===== src/sv/ard_pkg.sv =====
// Shared types and codes for the array deque block.
`default_nettype none

package ard_pkg;

    localparam int DATA_W      = 32;
    localparam int MAX_RESULTS = 64;
    localparam int CNT_W       = $clog2(MAX_RESULTS + 1);
    localparam int IN_TDATA_W  = 40;
    localparam int OUT_TDATA_W = 40;

    // Request mode codes as they arrive on the input stream
    localparam logic [2:0] MODE_INS_FRONT  = 3'd0;
    localparam logic [2:0] MODE_INS_END    = 3'd1;
    localparam logic [2:0] MODE_DEL_FRONT  = 3'd2;
    localparam logic [2:0] MODE_DEL_END    = 3'd3;
    localparam logic [2:0] MODE_LIST_FRONT = 3'd4;
    localparam logic [2:0] MODE_LIST_END   = 3'd5;

    // Result status codes
    localparam logic [1:0] ST_DONE   = 2'd0;
    localparam logic [1:0] ST_NOROOM = 2'd1;
    localparam logic [1:0] ST_EMPTY  = 2'd2;

    typedef enum logic [2:0] {
        OP_INS_FRONT,
        OP_INS_END,
        OP_DEL_FRONT,
        OP_DEL_END,
        OP_LIST_FRONT,
        OP_LIST_END,
        OP_NOP
    } op_t;

    typedef struct packed {
        op_t               op;
        logic [DATA_W-1:0] data;
    } cmd_t;

    typedef struct packed {
        logic [1:0]        status;
        logic [DATA_W-1:0] value;
        logic              is_empty;
        logic              is_full;
        logic              last;
    } res_t;

    typedef enum logic {
        BK_IDLE,
        BK_LIST
    } back_state_t;

endpackage

`default_nettype wire


===== src/sv/ard_front.sv =====
// Front end: accepts request words, decodes the mode and queues commands.
`default_nettype none

module ard_front (
    input  wire logic                             aclk,
    input  wire logic                             aresetn,
    input  wire logic                             s_valid,
    output logic                                  s_ready,
    input  wire logic [2:0]                       s_mode,
    input  wire logic [ard_pkg::DATA_W-1:0]       s_data,
    output logic                                  cmd_valid,
    input  wire logic                             cmd_ready,
    output ard_pkg::cmd_t                         cmd
);

    ard_pkg::cmd_t q_reg [2];
    logic          wr_ptr_reg, wr_ptr_next;
    logic          rd_ptr_reg, rd_ptr_next;
    logic [1:0]    count_reg, count_next;
    logic          push, pop;
    ard_pkg::op_t  op_dec;

    always_comb begin
        case (s_mode)
            ard_pkg::MODE_INS_FRONT:  op_dec = ard_pkg::OP_INS_FRONT;
            ard_pkg::MODE_INS_END:    op_dec = ard_pkg::OP_INS_END;
            ard_pkg::MODE_DEL_FRONT:  op_dec = ard_pkg::OP_DEL_FRONT;
            ard_pkg::MODE_DEL_END:    op_dec = ard_pkg::OP_DEL_END;
            ard_pkg::MODE_LIST_FRONT: op_dec = ard_pkg::OP_LIST_FRONT;
            ard_pkg::MODE_LIST_END:   op_dec = ard_pkg::OP_LIST_END;
            default:                  op_dec = ard_pkg::OP_NOP;
        endcase
    end

    assign s_ready   = (count_reg != 2'd2);
    assign cmd_valid = (count_reg != 2'd0);
    assign cmd       = q_reg[rd_ptr_reg];
    assign push      = s_valid && s_ready;
    assign pop       = cmd_valid && cmd_ready;

    always_comb begin
        wr_ptr_next = push ? ~wr_ptr_reg : wr_ptr_reg;
        rd_ptr_next = pop ? ~rd_ptr_reg : rd_ptr_reg;
        count_next  = count_reg + {1'b0, push} - {1'b0, pop};
    end

    always_ff @(posedge aclk) begin
        if (!aresetn) begin
            wr_ptr_reg <= 1'b0;
            rd_ptr_reg <= 1'b0;
            count_reg  <= 2'd0;
        end else begin
            wr_ptr_reg <= wr_ptr_next;
            rd_ptr_reg <= rd_ptr_next;
            count_reg  <= count_next;
        end
    end

    always_ff @(posedge aclk) begin
        if (push) begin
            q_reg[wr_ptr_reg] <= '{op: op_dec, data: s_data};
        end
    end

endmodule

`default_nettype wire


===== src/sv/ard_back.sv =====
// Back end: owns the store and indices, executes commands, drives results.
`default_nettype none

module ard_back #(
    parameter int DEPTH = 64
) (
    input  wire logic          aclk,
    input  wire logic          aresetn,
    input  wire logic          cmd_valid,
    output logic               cmd_ready,
    input  wire ard_pkg::cmd_t cmd,
    output logic               m_valid,
    input  wire logic          m_ready,
    output ard_pkg::res_t      m_res
);

    localparam int IW = (DEPTH > 1) ? $clog2(DEPTH) : 1;
    localparam logic [IW-1:0] TOP_IDX = IW'(DEPTH - 1);

    logic [ard_pkg::DATA_W-1:0] mem [DEPTH];
    logic [ard_pkg::DATA_W-1:0] rd_data_reg;

    ard_pkg::back_state_t state_reg, state_next;
    logic [IW-1:0]        head_reg, head_next;
    logic [IW-1:0]        tail_reg, tail_next;
    logic                 occ_reg, occ_next;
    logic [IW-1:0]        idx_reg, idx_next;
    logic [ard_pkg::CNT_W-1:0] rem_reg, rem_next;
    logic                 dir_reg, dir_next;

    logic                 pend_valid_reg;
    ard_pkg::res_t        pend_reg;
    logic                 pend_mem_reg;
    logic                 out_valid_reg;
    ard_pkg::res_t        out_reg;

    logic                 o_free, p_take;
    logic                 new_pend, new_mem;
    ard_pkg::res_t        new_res;
    logic                 mem_we, mem_re;
    logic [IW-1:0]        mem_wa, mem_ra;
    logic [IW:0]          span;

    assign o_free = !out_valid_reg || m_ready;
    assign p_take = !pend_valid_reg || o_free;
    assign span   = {1'b0, tail_reg} - {1'b0, head_reg} + {{IW{1'b0}}, 1'b1};

    always_comb begin
        state_next = state_reg;
        head_next  = head_reg;
        tail_next  = tail_reg;
        occ_next   = occ_reg;
        idx_next   = idx_reg;
        rem_next   = rem_reg;
        dir_next   = dir_reg;
        cmd_ready  = 1'b0;
        mem_we     = 1'b0;
        mem_re     = 1'b0;
        mem_wa     = '0;
        mem_ra     = '0;
        new_pend   = 1'b0;
        new_mem    = 1'b0;
        new_res    = '{status: ard_pkg::ST_DONE, value: '0, is_empty: 1'b0,
                       is_full: 1'b0, last: 1'b1};
        case (state_reg)
            ard_pkg::BK_IDLE: begin
                if (cmd_valid && p_take) begin
                    cmd_ready = 1'b1;
                    new_pend  = 1'b1;
                    case (cmd.op)
                        ard_pkg::OP_INS_FRONT: begin
                            if (!occ_reg) begin
                                head_next = '0;
                                tail_next = '0;
                                occ_next  = 1'b1;
                                mem_we    = 1'b1;
                            end else if (head_reg == '0) begin
                                new_res.status = ard_pkg::ST_NOROOM;
                            end else begin
                                head_next = head_reg - 1'b1;
                                mem_we    = 1'b1;
                                mem_wa    = head_reg - 1'b1;
                            end
                        end
                        ard_pkg::OP_INS_END: begin
                            if (!occ_reg) begin
                                head_next = '0;
                                tail_next = '0;
                                occ_next  = 1'b1;
                                mem_we    = 1'b1;
                            end else if (tail_reg == TOP_IDX) begin
                                new_res.status = ard_pkg::ST_NOROOM;
                            end else begin
                                tail_next = tail_reg + 1'b1;
                                mem_we    = 1'b1;
                                mem_wa    = tail_reg + 1'b1;
                            end
                        end
                        ard_pkg::OP_DEL_FRONT, ard_pkg::OP_DEL_END: begin
                            if (!occ_reg) begin
                                new_res.status = ard_pkg::ST_EMPTY;
                            end else begin
                                mem_re  = 1'b1;
                                new_mem = 1'b1;
                                mem_ra  = (cmd.op == ard_pkg::OP_DEL_FRONT) ?
                                          head_reg : tail_reg;
                                if (head_reg == tail_reg) begin
                                    head_next = '0;
                                    tail_next = '0;
                                    occ_next  = 1'b0;
                                end else if (cmd.op == ard_pkg::OP_DEL_FRONT) begin
                                    head_next = head_reg + 1'b1;
                                end else begin
                                    tail_next = tail_reg - 1'b1;
                                end
                            end
                        end
                        ard_pkg::OP_LIST_FRONT, ard_pkg::OP_LIST_END: begin
                            if (!occ_reg) begin
                                new_res.status = ard_pkg::ST_EMPTY;
                            end else begin
                                // start the walk; results come from the list state
                                new_pend   = 1'b0;
                                state_next = ard_pkg::BK_LIST;
                                dir_next   = (cmd.op == ard_pkg::OP_LIST_END);
                                idx_next   = (cmd.op == ard_pkg::OP_LIST_END) ?
                                             tail_reg : head_reg;
                                if (int'(span) > ard_pkg::MAX_RESULTS) begin
                                    rem_next = ard_pkg::CNT_W'(ard_pkg::MAX_RESULTS);
                                end else begin
                                    rem_next = ard_pkg::CNT_W'(span);
                                end
                            end
                        end
                        default: begin
                        end
                    endcase
                end
            end
            ard_pkg::BK_LIST: begin
                if (p_take) begin
                    mem_re         = 1'b1;
                    mem_ra         = idx_reg;
                    new_pend       = 1'b1;
                    new_mem        = 1'b1;
                    new_res.last   = (rem_reg == ard_pkg::CNT_W'(1));
                    idx_next       = dir_reg ? idx_reg - 1'b1 : idx_reg + 1'b1;
                    rem_next       = rem_reg - 1'b1;
                    if (rem_reg == ard_pkg::CNT_W'(1)) begin
                        state_next = ard_pkg::BK_IDLE;
                    end
                end
            end
            default: begin
                state_next = ard_pkg::BK_IDLE;
            end
        endcase
        new_res.is_empty = !occ_next;
        new_res.is_full  = occ_next && (tail_next == TOP_IDX);
    end

    always_ff @(posedge aclk) begin
        if (!aresetn) begin
            state_reg      <= ard_pkg::BK_IDLE;
            head_reg       <= '0;
            tail_reg       <= '0;
            occ_reg        <= 1'b0;
            idx_reg        <= '0;
            rem_reg        <= '0;
            dir_reg        <= 1'b0;
            pend_valid_reg <= 1'b0;
            out_valid_reg  <= 1'b0;
        end else begin
            state_reg <= state_next;
            head_reg  <= head_next;
            tail_reg  <= tail_next;
            occ_reg   <= occ_next;
            idx_reg   <= idx_next;
            rem_reg   <= rem_next;
            dir_reg   <= dir_next;
            if (p_take) begin
                pend_valid_reg <= new_pend;
            end
            if (o_free) begin
                out_valid_reg <= pend_valid_reg;
            end
        end
    end

    // Payload: pending stage waits for read data, output stage holds under stall
    always_ff @(posedge aclk) begin
        if (p_take) begin
            pend_reg     <= new_res;
            pend_mem_reg <= new_mem;
        end
        if (o_free && pend_valid_reg) begin
            out_reg <= '{status:   pend_reg.status,
                         value:    pend_mem_reg ? rd_data_reg
                                                : {ard_pkg::DATA_W{1'b0}},
                         is_empty: pend_reg.is_empty,
                         is_full:  pend_reg.is_full,
                         last:     pend_reg.last};
        end
    end

    always_ff @(posedge aclk) begin
        if (mem_we) begin
            mem[mem_wa] <= cmd.data;
        end
        if (mem_re) begin
            rd_data_reg <= mem[mem_ra];
        end
    end

    assign m_valid = out_valid_reg;
    assign m_res   = out_reg;

endmodule

`default_nettype wire


===== src/sv/array_deque_unit.sv =====
// Array deque: a double-ended queue held in a linear array of DEPTH words.
//
// Input stream (s_*): one request word per item, mode selects insert front,
// insert end, delete front, delete end, list from front or list from end.
// Output stream (m_*): one result word per insert or delete; a listing gives
// one word per stored element (at most 64), m_tlast set on the final word of
// each request. Every result word carries the empty and full flags as they
// stand after the request.
// Pipeline: a result word is registered in the pending stage and then in the
// output stage; a listing first enters the list state, which reads the elements.
// Throughput: while the pending stage can advance, the back end takes one insert
// or delete per cycle and a listing reads one element per cycle, set by the single
// read port of the store; a listing takes no new command until it ends. A
// two-entry command queue lets requests arrive while the back end is busy.
// Reset: the deque comes up empty; store contents are undefined until written.
// Stall: when m_tready is low the output word holds, the back end stops at its
// pending stage and the command queue fills, then s_tready drops.
`default_nettype none

module array_deque_unit #(
    parameter int DEPTH = 64
) (
    input  wire logic                               aclk,
    input  wire logic                               aresetn,
    input  wire logic                               s_tvalid,
    output logic                                    s_tready,
    // s_tdata: mode[2:0], data_in[34:3], zero pad[39:35]
    input  wire logic [ard_pkg::IN_TDATA_W-1:0]     s_tdata,
    output logic                                    m_tvalid,
    input  wire logic                               m_tready,
    // m_tdata: status[1:0], value[33:2], is_empty[34], is_full[35], zero pad[39:36]
    output logic [ard_pkg::OUT_TDATA_W-1:0]         m_tdata,
    output logic                                    m_tlast
);

    logic          cmd_valid, cmd_ready;
    ard_pkg::cmd_t cmd;
    ard_pkg::res_t res;

    ard_front u_front (
        .aclk      (aclk),
        .aresetn   (aresetn),
        .s_valid   (s_tvalid),
        .s_ready   (s_tready),
        .s_mode    (s_tdata[2:0]),
        .s_data    (s_tdata[34:3]),
        .cmd_valid (cmd_valid),
        .cmd_ready (cmd_ready),
        .cmd       (cmd)
    );

    ard_back #(
        .DEPTH (DEPTH)
    ) u_back (
        .aclk      (aclk),
        .aresetn   (aresetn),
        .cmd_valid (cmd_valid),
        .cmd_ready (cmd_ready),
        .cmd       (cmd),
        .m_valid   (m_tvalid),
        .m_ready   (m_tready),
        .m_res     (res)
    );

    assign m_tdata = {4'b0000, res.is_full, res.is_empty, res.value, res.status};
    assign m_tlast = res.last;

    a_reset_ready: assert property (@(posedge aclk) !aresetn |=> s_tready)
        else $error("input not ready after reset");

    a_empty_not_full: assert property (@(posedge aclk) disable iff (!aresetn)
        m_tvalid |-> !(res.is_empty && res.is_full))
        else $error("result flags empty and full together");

    a_empty_status: assert property (@(posedge aclk) disable iff (!aresetn)
        m_tvalid && (res.status == ard_pkg::ST_EMPTY) |-> res.is_empty)
        else $error("empty status on a non-empty store");

    a_fail_last: assert property (@(posedge aclk) disable iff (!aresetn)
        m_tvalid && (res.status != ard_pkg::ST_DONE) |-> res.last && (res.value == '0))
        else $error("failed request without last marker or with data");

endmodule

`default_nettype wire


===== config.mk =====
export PLATFORM = sky130hd
export DESIGN_NAME = array_deque_unit
export DESIGN_NICKNAME = d
export VERILOG_FILES = /design/src/sv/ard_pkg.sv /design/src/sv/ard_front.sv /design/src/sv/ard_back.sv /design/src/sv/array_deque_unit.sv
export SDC_FILE = /design/constraint.sdc
export NUM_CORES = 2
export LEC_CHECK = 0
export ABC_AREA = 0
export BUFFER_PORTS_ARGS = -buffer_cell sky130_fd_sc_hd__buf_2
export CORE_ASPECT_RATIO = 2
export CORE_UTILIZATION = 35
export DETAILED_ROUTE_END_ITERATION = 6
export SLEW_MARGIN = 20
export SYNTH_ARGS = -nofsm -noshare
export SYNTH_HDL_FRONTEND = slang
export SYNTH_SLANG_ARGS = --single-unit

===== constraint.sdc =====
create_clock -name aclk -period 5.7 [get_ports aclk]
set_clock_uncertainty 0.15 [all_clocks]
set_input_delay 1.14 -clock aclk [delete_from_list [all_inputs] [get_ports aclk]]
set_output_delay 1.14 -clock aclk [all_outputs]
set_load 0.02 [all_outputs]

==> results.toml <==
[outcome]
status = "finished, violations left"
violations = "design-rule violations"

[timing]
hold_viol = 0
rsz0062_at_grt = "no"
slew_headroom = 0.233
worstMarginPinSlew_ns = 1.15
clock.fmax_ghz = 0.204
finalCritPeriodShare = 0.861
final-setup-viol-count = 0
drv_slew = 0
finalCriticalPeriod_ns = 4.91

[setup_path]
crit_path_cell_trace = "mux2i_4 -> nand3_2 -> o31ai_4 -> buf_12 -> buf_12 -> mux4_2 -> a2111oi_0 -> buf_4 -> a21oi_1 -> or4_1"
r2r_cells = 10
start_kind = "register"
endpoint_kind = "register"
crit_arrival_ns = 5.33
crit_slowest_cell = "o31ai_4"
reg2reg_slack_ns = 0.79
critical_path.most_common_cell = "buf_12"
crit_path_max_fanout = 27
r2r-end = "u_back.rd_data_reg[28]"
required_ns = 6.12
worstSetupPathType = "reg2reg"
slowest_delay_ns = 0.84

[placement]
port_buffers = 77
hpwl_um = 169000
routabilityCongestion = 0.918
dpl_cell_area_sq_um = 95500

[synthesis]
ys_seq_area_frac = 0.762
ys_warn_count = 0
postSynthCellCount = 5407
synth_seq_cells = 2228
ys.flop_type = "edfxtp_1"
yosysUniqueCellTypes = 75
async_flop_share = 0
synth_area_sq_um = 87400
synth-edff-count = 2193
avgSynthCellArea_sq_um = 16.2

[detailed_routing]
antenna_left = 0
drt_wl_total_um = 267000
vias = 50400
drc = 39
wl_per_cell_um = 29.2
drt_iter0_drc = 4579
first_pass_iters = 7
viasPerCell = 5.50

[cts]
cts_sinks = 2228
ctsRootBufferMaster = "clkbuf_16"
htree_levels = 4
clk_latency_ns = 0.86
cts_max_path_buffers = 4
post_cts_resized = 0
cts.clk_slew.worst_paths_ns = 0.07
hold_buffers = 0
cts_setup_buffers = 0
cts_tree = "built"
cts_inserted_buffers = 182

[pwr]
p_per_area_nw_per_um2 = 357
power_mw = 36.2
p_leak_nw = 31.9
irDropWorstVdd_mv = 0.281

[global_route]
grt_first_pass_wirelength_um = 372000
grt_max_degree = 86
track_usage = 0.209
grt_pass1_vias = 50400
antenna_found_initial = 26
grt.overflow.total = 0

[flow_run]
drv_cap = 0

[hold_path]
worstHoldStart = "u_back.pend_reg[2]"
hp-class = "reg2reg"
holdPathEnd = "u_back.m_res[2]"
hold_depth = 0

[finish]
stdcell_area_sq_um = 101000
finalNetCount = 5804
largest_register_ff_count = 2048
area_delta_synth_final_pct = 15.8
drive_above_1_share = 0.175

[die]
coreArea_sq_um = 249000
boundaryPins = 87
initial_utilization = 0.352
die_y_um = 709
die_w_um = 355
core.rowCount = 259
dieArea_sq_um = 252000
metrics by stage:
stage	utilization	std cells	setup TNS, ns	hold slack (ns)	worst slack (ns)
floorplan	-	5410	0	0.250	0.811
global placement	0.384	8810	-0.0623	0.251	-0.0623
detailed placement	0.384	8811	-0.00268	0.259	-0.00268
CTS	0.407	9129	0	0.274	0.743
global route	0.407	9159	0	0.279	0.700
finish	0.407	9166	0	0.273	0.790
layer usage:
| layer | vias up | track usage | share of wire |
|---|---|---|---|
| met5 | - | 0 | 0 |
| met3 | 585 | 0.0185 | 0.050 |
| met4 | 0 | 0.199 | 0.11 |
| met1 | 26000 | 0.215 | 0.33 |
| li1 | 21800 | - | - |
| met2 | 2007 | 0.369 | 0.52 |
Yosys cell counts (3+ instances only):
| master | n | share of area |
|---|---|---|
| inv_1 | 32 | 0.0014 |
| nand2b_1 | 3 | 0.00021 |
| a22oi_1 | 134 | 0.012 |
| mux2_2 | 36 | 0.0046 |
| o32ai_1 | 5 | 0.00050 |
| nand2_1 | 806 | 0.035 |
| or3_1 | 8 | 0.00057 |
| or4_1 | 34 | 0.0029 |
| ha_1 | 24 | 0.0034 |
| and3_1 | 8 | 0.00057 |
| a221oi_1 | 33 | 0.0033 |
| a21o_1 | 7 | 0.00060 |
| a211oi_1 | 41 | 0.0035 |
| buf_4 | 11 | 0.00094 |
| a21oi_1 | 366 | 0.021 |
| o22ai_1 | 40 | 0.0029 |
| a21boi_0 | 34 | 0.0029 |
| buf_6 | 8 | 0.0010 |
| nor2_1 | 130 | 0.0056 |
| a222oi_1 | 4 | 0.00046 |
| o31ai_1 | 4 | 0.00034 |
| o31a_1 | 4 | 0.00040 |
| a2111oi_0 | 31 | 0.0031 |
| mux2i_1 | 269 | 0.031 |
| nand4_1 | 67 | 0.0048 |
| buf_2 | 66 | 0.0038 |
| nor3_1 | 42 | 0.0024 |
| buf_1 | 41 | 0.0018 |
| xnor2_1 | 15 | 0.0015 |
| nand3_1 | 214 | 0.012 |
| a22o_1 | 3 | 0.00030 |
| o21ai_0 | 56 | 0.0032 |
| a32oi_1 | 65 | 0.0065 |
| and2_1 | 37 | 0.0026 |
| clkbuf_1 | 224 | 0.0096 |
| xor2_1 | 5 | 0.00050 |
| dfxtp_1 | 35 | 0.0080 |
| edfxtp_1 | 2193 | 0.75 |
| mux4_2 | 157 | 0.040 |
| a31oi_1 | 35 | 0.0025 |
| a311o_1 | 32 | 0.0037 |
worst max-delay path, delay by kind of cell (launching register included):
kind            cells  cell delay, ns
simple gates        2            0.70
compound gates      3            1.67
mux                 2            0.78
buf+inv             3            0.73
flops               1            0.56
layout by cell type, fill, tap and decap left out, types with 37 or more instances in the layout:
master	netlist	layout
edfxtp_1	2193	2193
nand2_1	806	806
a21oi_1	366	364
buf_4	11	302
mux2i_1	269	269
nand3_1	214	214
clkbuf_16	0	185
mux4_2	157	157
a22oi_1	134	134
buf_12	0	109
buf_2	66	77
nand4_1	67	67
nor2_4	0	67
a32oi_1	65	64
nor2_1	130	63
o21ai_0	56	54
a211oi_1	41	41
nor3_1	42	41
o22ai_1	40	39
clkinv_1	2	38
and2_1	37	37
where the power goes:
part / leakage, nW / internal [mW] / switching [mW] / total (mW)
logic: 9.11 / 0.641 / 3.19 / 3.83
clock network: 2.74 / 6.56 / 5.78 / 12.3
registers: 20.0 / 19.9 / 0.108 / 20.0
total: 31.9 / 27.1 / 9.07 / 36.2
worst max path at each step:
| stage | startpoint | to | cells past startpoint |
|---|---|---|---|
| after floorplan | m_tready | u_back.mem[10][0] | 9 |
| after global placement | m_tready | u_back.rd_data_reg[28] | 11 |
| after detailed placement | m_tready | u_back.rd_data_reg[28] | 11 |
| after CTS | register | u_back.rd_data_reg[28] | 10 |
| after global routing | register | u_back.rd_data_reg[21] | 10 |
| final | register | u_back.rd_data_reg[28] | 10 |
cell type report:
cell class | instances | area [sq um]
fill | 22200 | 147000
sequential | 2228 | 66600
multi-input combinational | 2798 | 19800
timing repair buffer | 490 | 4890
clock buffer | 219 | 4760
tap | 3262 | 4080
clock inverter | 99 | 860
inverter | 34 | 128
antenna | 36 | 90.1
cell families (layout without fill, tap and decap cells):
family / after synthesis / count (layout) / synth area share
flip-flops: 2228 / 2228 / 0.762
other: 1 / 40 / 0.0000429
XOR/XNOR: 20 / 20 / 0.00200
buffers and inverters: 384 / 842 / 0.0186
AO/OA/AOI/OAI: 916 / 916 / 0.0689
multiplexers: 465 / 465 / 0.0766
adder cells (fa/ha/maj): 26 / 26 / 0.00389
AND/OR/NAND/NOR: 1367 / 1367 / 0.0684
No activity file was read; power rests on OpenSTA's default activity.
